`config.mk`:
```
export PLATFORM = sky130hd
export DESIGN_NAME = fdyee_hupd
export DESIGN_NICKNAME = d
export VERILOG_FILES = /design/src/sv/fdyee_pkg.sv /design/src/sv/fdyee_hupd.sv
export SDC_FILE = /design/constraint.sdc
export NUM_CORES = 2
export LEC_CHECK = 0
export ABC_CLOCK_PERIOD_IN_PS = 9900
export BUFFER_PORTS_ARGS = -buffer_cell sky130_fd_sc_hd__buf_2
export CAP_MARGIN = 5
export CORE_MARGIN = 3
export CORE_UTILIZATION = 40
export DETAILED_ROUTE_END_ITERATION = 10
export HOLD_SLACK_MARGIN = 0.06
export SYNTH_ARGS = -nofsm -noshare
export SYNTH_HDL_FRONTEND = slang
export SYNTH_SLANG_ARGS = --single-unit
export TNS_END_PERCENT = 5
```
`constraint.sdc`:
```
create_clock -name clk -period 9.9 [get_ports clk]
set_input_delay 0.495 -clock clk [delete_from_list [all_inputs] [get_ports clk]]
set_output_delay 0.495 -clock clk [all_outputs]
set_load 0.005 [all_outputs]
```
`src/sv/fdyee_pkg.sv`:
```
// Types, codes and the saturation helper shared by the Yee-grid engine
package fdyee_pkg;

	localparam int QW = 32;         // Q16.16 word
	localparam int PW = 49;         // product with 16 fraction bits dropped
	localparam int SW = 51;         // exact sum of up to three products
	localparam int CELL_IDX_W = 6;
	localparam int CFG_IDX_W = 1;

	localparam logic MODE_LOAD = 1'b0;
	localparam logic MODE_STEP = 1'b1;

	localparam logic [CFG_IDX_W-1:0] REG_H_COEF = 1'b0;
	localparam logic [CFG_IDX_W-1:0] REG_SOURCE_CELL = 1'b1;

	typedef logic signed [QW-1:0] q_t;

	typedef struct packed {
		q_t e;
		q_t h;
	} fld_t;

	typedef struct packed {
		q_t cs;
		q_t cc;
		q_t cj;
	} coef_t;

	typedef struct packed {
		logic shift_fld;
		logic shift_coef;
		logic load;
	} cell_ctl_t;

	// one cell entering the E update
	typedef struct packed {
		logic vld;
		logic first;
		logic interior;
		logic src_hit;
		logic dummy;
	} feed_t;

	// one cell leaving the E update
	typedef struct packed {
		logic vld;
		logic first;
		logic keep_h;
		q_t   e;
		q_t   h;
	} ebeat_t;

	function automatic q_t sat_q(input logic signed [SW-1:0] v);
		q_t r;
		if ((&v[SW-1:QW-1]) || !(|v[SW-1:QW-1])) begin
			r = v[QW-1:0];
		end else if (v[SW-1]) begin
			r = {1'b1, {(QW-1){1'b0}}};
		end else begin
			r = {1'b0, {(QW-1){1'b1}}};
		end
		return r;
	endfunction

endpackage

```
`src/sv/fdyee_hupd.sv`:
```
// H-field update pipeline: new E difference, product with h_coef, saturate
module fdyee_hupd (
	input  logic              clk,
	input  logic              arst_n,
	input  fdyee_pkg::ebeat_t beat,
	input  fdyee_pkg::q_t     h_coef,
	output fdyee_pkg::fld_t   wb,
	output logic              wb_vld
);
	import fdyee_pkg::*;

	q_t                   e_prev_q;
	q_t                   h_prev_q;
	logic                 vld_s4;
	logic                 keep_s4;
	logic                 vld_s5;
	logic                 keep_s5;
	q_t                   e_s4;
	q_t                   h_s4;
	logic signed [QW:0]   de_s4;
	q_t                   e_s5;
	q_t                   h_s5;
	logic signed [PW-1:0] ph_s5;
	logic signed [2*QW:0] p_h;
	logic signed [SW-1:0] h_sum;

	assign p_h    = h_coef * de_s4;
	assign h_sum  = SW'(h_s5) - SW'(ph_s5);
	assign wb.e   = e_s5;
	assign wb.h   = keep_s5 ? h_s5 : sat_q(h_sum);
	assign wb_vld = vld_s5;

	// each beat finishes the cell before it, whose new E is held here
	always_ff @(posedge clk or negedge arst_n) begin
		if (!arst_n) begin
			vld_s4  <= 1'b0;
			keep_s4 <= 1'b0;
			vld_s5  <= 1'b0;
			keep_s5 <= 1'b0;
		end else begin
			vld_s4  <= beat.vld && !beat.first;
			keep_s4 <= beat.keep_h;
			vld_s5  <= vld_s4;
			keep_s5 <= keep_s4;
		end
	end

	always_ff @(posedge clk) begin
		if (beat.vld) begin
			e_prev_q <= beat.e;
			h_prev_q <= beat.h;
		end
		de_s4 <= {beat.e[QW-1], beat.e} - {e_prev_q[QW-1], e_prev_q};
		e_s4  <= e_prev_q;
		h_s4  <= h_prev_q;
		e_s5  <= e_s4;
		h_s5  <= h_s4;
		ph_s5 <= $signed(p_h[2*QW:16]);
	end

endmodule

```
# Word level (Yosys, flattened, before mapping)
# Index checks and enable logic that the tools add are counted.
[word_totals]
ff_bits = 278
inputBits = 101
out_inout_bits = 65
word_cells = 24
[classes]
n_addsub = 2
multipliers = 1
n_mux = 3
n_reduce_logical = 6
[op_table]
columns = ["operator", "n"]
rows = [
  ["$mux W32", 3],
  ["$mul A32 B33 Y65", 1],
  ["$sub A32 B49 Y50", 1],
  ["$sub A32 B32 Y33", 1],
  ["$reduce_and A20 Y1", 1],
  ["$reduce_or A20 Y1", 1],
  ["$logic_not A1 Y1", 2],
  ["$logic_and A1 B1 Y1", 1],
  ["$logic_or A1 B1 Y1", 1],
]

# Logic depth before layout (Yosys ltp)
[logic_depth]
ltp_word = 6
ltp_mapped = 29
depth_no_buf = 28

# Least setup slack after synthesis
# No wires, ideal clock.
[synth_path]
path_type = "in2reg"
start = "input h_coef[5]"
end = "register ph_s5[48]"
setup_time_ns = 0.072
arrival_ns = 7.569
required_ns = 9.828
slack_ns = 2.258
path_stages = 26
path_buffers = 1
cell_sequence = "clkbuf_1 -> nand2_1 -> inv_1 -> fa_1 -> inv_1 -> fa_1 -> inv_1 -> fa_1 -> fa_1 -> inv_1 -> fa_1 -> inv_1 -> fa_1 -> inv_1 -> fa_1 -> inv_1 -> fa_1 -> ha_1 -> a21o_1 -> a21oi_1 -> a21boi_0 -> o221ai_1 -> a21oi_1 -> o21ai_0 -> a21oi_1 -> xnor2_1"
[synth_between]
elab_chain_cells = 1
[synth_lines]
columns = ["element", "line", "source"]
rows = [
  ["start: declaration", "fdyee_hupd.sv:6", "input fdyee_pkg::q_t h_coef,"],
  ["$mul A32 B33 Y65", "fdyee_hupd.sv:27", "assign p_h = h_coef * de_s4;"],
  ["via p_h[64]", "fdyee_hupd.sv:24", "logic signed [2*QW:0] p_h;"],
  ["end signal: assignment", "fdyee_hupd.sv:58", "ph_s5 <= $signed(p_h[2*QW:16]);"],
  ["end: declaration", "fdyee_hupd.sv:23", "logic signed [PW-1:0] ph_s5;"],
]
# The timed path passes the listed nets, and every way through them passes these cells.
# A chain may end at the register's enable or synchronous reset.

# Final worst setup path
[layout_path]
start = "register de_s4[25]"
end = "register ph_s5[46]"
[layout_between]
elab_chain_cells = 1
[layout_lines]
columns = ["element", "line", "source"]
rows = [
  ["start: declaration", "fdyee_hupd.sv:20", "logic signed [QW:0] de_s4;"],
  ["start signal: assignment", "fdyee_hupd.sv:53", "de_s4 <= {beat.e[QW-1], beat.e} - {e_prev_q[QW-1], e_prev_q};"],
  ["$mul A32 B33 Y65", "fdyee_hupd.sv:27", ""],
  ["via p_h[62]", "fdyee_hupd.sv:24", ""],
]
# The timed path passes the listed nets, and every way through them passes these cells.

==> run metrics <==
crit path from de_s4[25]; drt wl/cell 19.13 um; synthesized area per cell 9.716 um2; vias in the first global route between 30,000 and 40,000; row count 126; Yosys top cell by area fa_1; global-route wire length before repair ~200,000 um; worst reg2reg path depth 27; Syn Std Cell Area a little under 50,000 um2; RR Startpoint de_s4[25]; Root Buffer clkbuf_16; Starting Density 40.51%; RSZ-0062 raised after global routing false; core area roughly 120,000 um2; status finished, final reports clean; HPWL after DPL 102,800 um; DR DRC count 0; reg-to-reg critical path endpoint ph_s5[46]; Yosys cell types 95; Post-synth ARST share 1.439%; GRT overflow 0; top cell type's share of synthesized area a little under half; Total GRT Usage 20.86%; min cycle time layout 8.516 ns; clk sink count around 280; crit path capture ph_s5[46]; Final Max Tran Viols 0; Clock Latency Late Sink 0.62 ns; die width roughly 350 um; Final setup viols 0; drt initial violations between 1,500 and 2,000; die area ~120,000 um2; drt total wl 127,000 um; Placer Congestion between 0.8 and 0.9; Num CTS Buffers 30; Req. time, crit path roughly 10 ns; Crit Path Class reg -> reg; Yosys warning count 0; Sum Neg Setup Slack 0 ns; register bit total from synthesis about 280; 1st-pass router iterations 7; PostCTS Resize Cnt 0; Synth Flop Type dfxtp_1; MaxCap Viol Count 0; Placement Setup Slack 1.151 ns; Clk pin slew, worst setup/hold paths ~0.070 ns; Worst Setup Start Kind flip-flop; Cells after Synth 4,950; most frequent cells in the layout 1,113 x fa_1, 1,112 x inv_1, 598 x nand2_1; CTS tree built; R2R setup slack about 1.4 ns; Top Ports roughly 170; antenna viol nets, final 0; Slew @ Worst Pin 1.111 ns; largest net degree at the start of global routing 66; Max Fanout on Critical Path 21; area post-placement a little over 50,000 um2; commonest non-fill, non-tap cell in the layout fa_1; worst rel slew slack 25.94%; Hold Violations, Final 0; final core occ around 44%; Post-layout nets ~6,500; largest cells by area after synthesis fa_1 46%, dfxtp_1 8.7%, inv_1 8.7%; final instance area between 50,000 and 60,000 um2; Critical Path AT between 9 and 10 ns; EDFF count, synth 64; initial antenna violation count 5; ratio of final minimum period to clock period approximately 86%; Die H between 300 and 400 um; via density per instance roughly 5.0; Synth-to-Final Area Change 7.633%; vias roughly 33,000; syn nets 6,427; Worst Skew about 0.047 ns; CTS max path bufs 3; fillcell total 11,550; setup slack after layout between 1 and 1.5 ns; CP Capture Type flip-flop; Fmax 117.4 MHz; Hold Path Class in -> reg; I/O Buffers approximately 170; layout cell share with drive strength beyond 1 ~6.4%; htree depth 1; sequential area share after synthesis 12.95%
==> worst min-delay path by stage <==
| stage | from | to | slack [ns] | cells past startpoint |
|---|---|---|---|---|
| 4_1_cts | beat[5] | h_prev_q[5] | 0.06 | 1 |
| 3_5_place_dp | arst_n | vld_s4 | 0.30 | 1 |
| 6_report | beat[5] | h_prev_q[5] | 0.10 | 1 |
| 2_1_floorplan | arst_n | keep_s4 | 0.20 | 0 |
| 3_3_place_gp | arst_n | vld_s4 | 0.30 | 1 |
| 5_1_grt | beat[52] | e_prev_q[20] | 0.08 | 1 |
==> cell families after synthesis <==
group | synth area share (%)
flops | 12.95
fa+ha+maj | 53.17
xor+xnor | 2.276
simple gates | 14.70
compound gates | 6.096
buf+inv | 10.75
mux | 0.06504
==> per-stage QoR <==
stage	std cells	hold WS, ns
after floorplan	4950	0.1994
after global placement	6536	0.3004
after detailed placement	6536	0.3024
after CTS	6634	0.06023
after global routing	6635	0.08215
final	6637	0.1020
==> worst max-delay path, cell delays in order, from the launching register on <==
cell,delay [ns]
dfxtp_1,0.83
buf_4,0.40
nand2_1,0.12
fa_1,0.54
inv_1,0.05
fa_1,0.48
inv_1,0.07
fa_1,0.54
inv_1,0.06
fa_1,0.50
inv_1,0.05
fa_1,0.58
fa_1,0.44
fa_1,0.41
inv_1,0.09
fa_1,0.42
ha_1,0.37
a21o_1,0.20
a21oi_1,0.23
o21bai_1,0.08
nor2b_1,0.13
a211oi_1,0.55
nand2_1,0.15
nor2_1,0.14
o21ai_0,0.19
a211oi_1,0.40
o21ai_0,0.18
xor2_1,0.16
==> sequential cells by signal (all words and copies together) (netlist names) <==
signal,flops
ph_s5,49
de_s4,33
e_prev_q,32
e_s4,32
e_s5,32
h_prev_q,32
h_s4,32
h_s5,32
keep_s4,1
keep_s5,1
vld_s4,1
wb_vld,1
==> routing by layer <==
metal / routed length [um] / GRT usage [%]
met5: 23 / 0
met4: 5659 / 8.020
met3: 4853 / 1.890
met2: 68030 / 38.84
met1: 48410 / 24.77
==> Yosys cell counts, types with 4 or more instances <==
library cell / n
a21o_1: 41
and3_1: 17
inv_1: 1112
nand4_1: 18
xnor2_1: 82
a21oi_1: 128
o221a_1: 27
or3_1: 5
ha_1: 263
nor2_1: 92
fa_1: 1113
a211o_1: 5
xor2_1: 43
a311o_1: 4
edfxtp_1: 64
o211ai_1: 8
nand3_1: 30
nor4_1: 8
o21ai_1: 5
nand2b_1: 35
buf_6: 9
o21bai_1: 10
a21boi_0: 4
nor2b_1: 24
dfrtp_1: 4
or2_2: 6
o21ai_0: 85
nand2_1: 598
a31oi_1: 11
nor3_1: 22
a211oi_1: 15
and2_1: 518
o21a_1: 22
buf_2: 6
dfxtp_1: 210
a221oi_1: 5
clkbuf_1: 200
a41oi_1: 9
==> final cells by class <==
cell class	instances	area, um2	area share, %
Tap cell	1600	2002	3.867
Timing Repair Buffer	254	1602	3.094
Sequential cell	278	6241	12.06
Antenna cell	3	7.507	0.01450
Inverter	1112	4174	8.064
Clock buffer	38	862.1	1.665
Clock inverter	18	177.7	0.3432
Multi-Input combinational cell	3334	36700	70.90
==> what timing repair did <==
item | CTS | global route
hold endpoints to repair | 45 | 0
setup buffers | 0 | 0
hold buffers | 42 | 0
Power is not shown: default switching activity piles up to over one toggle a cycle in this logic, so the estimate is an artifact.
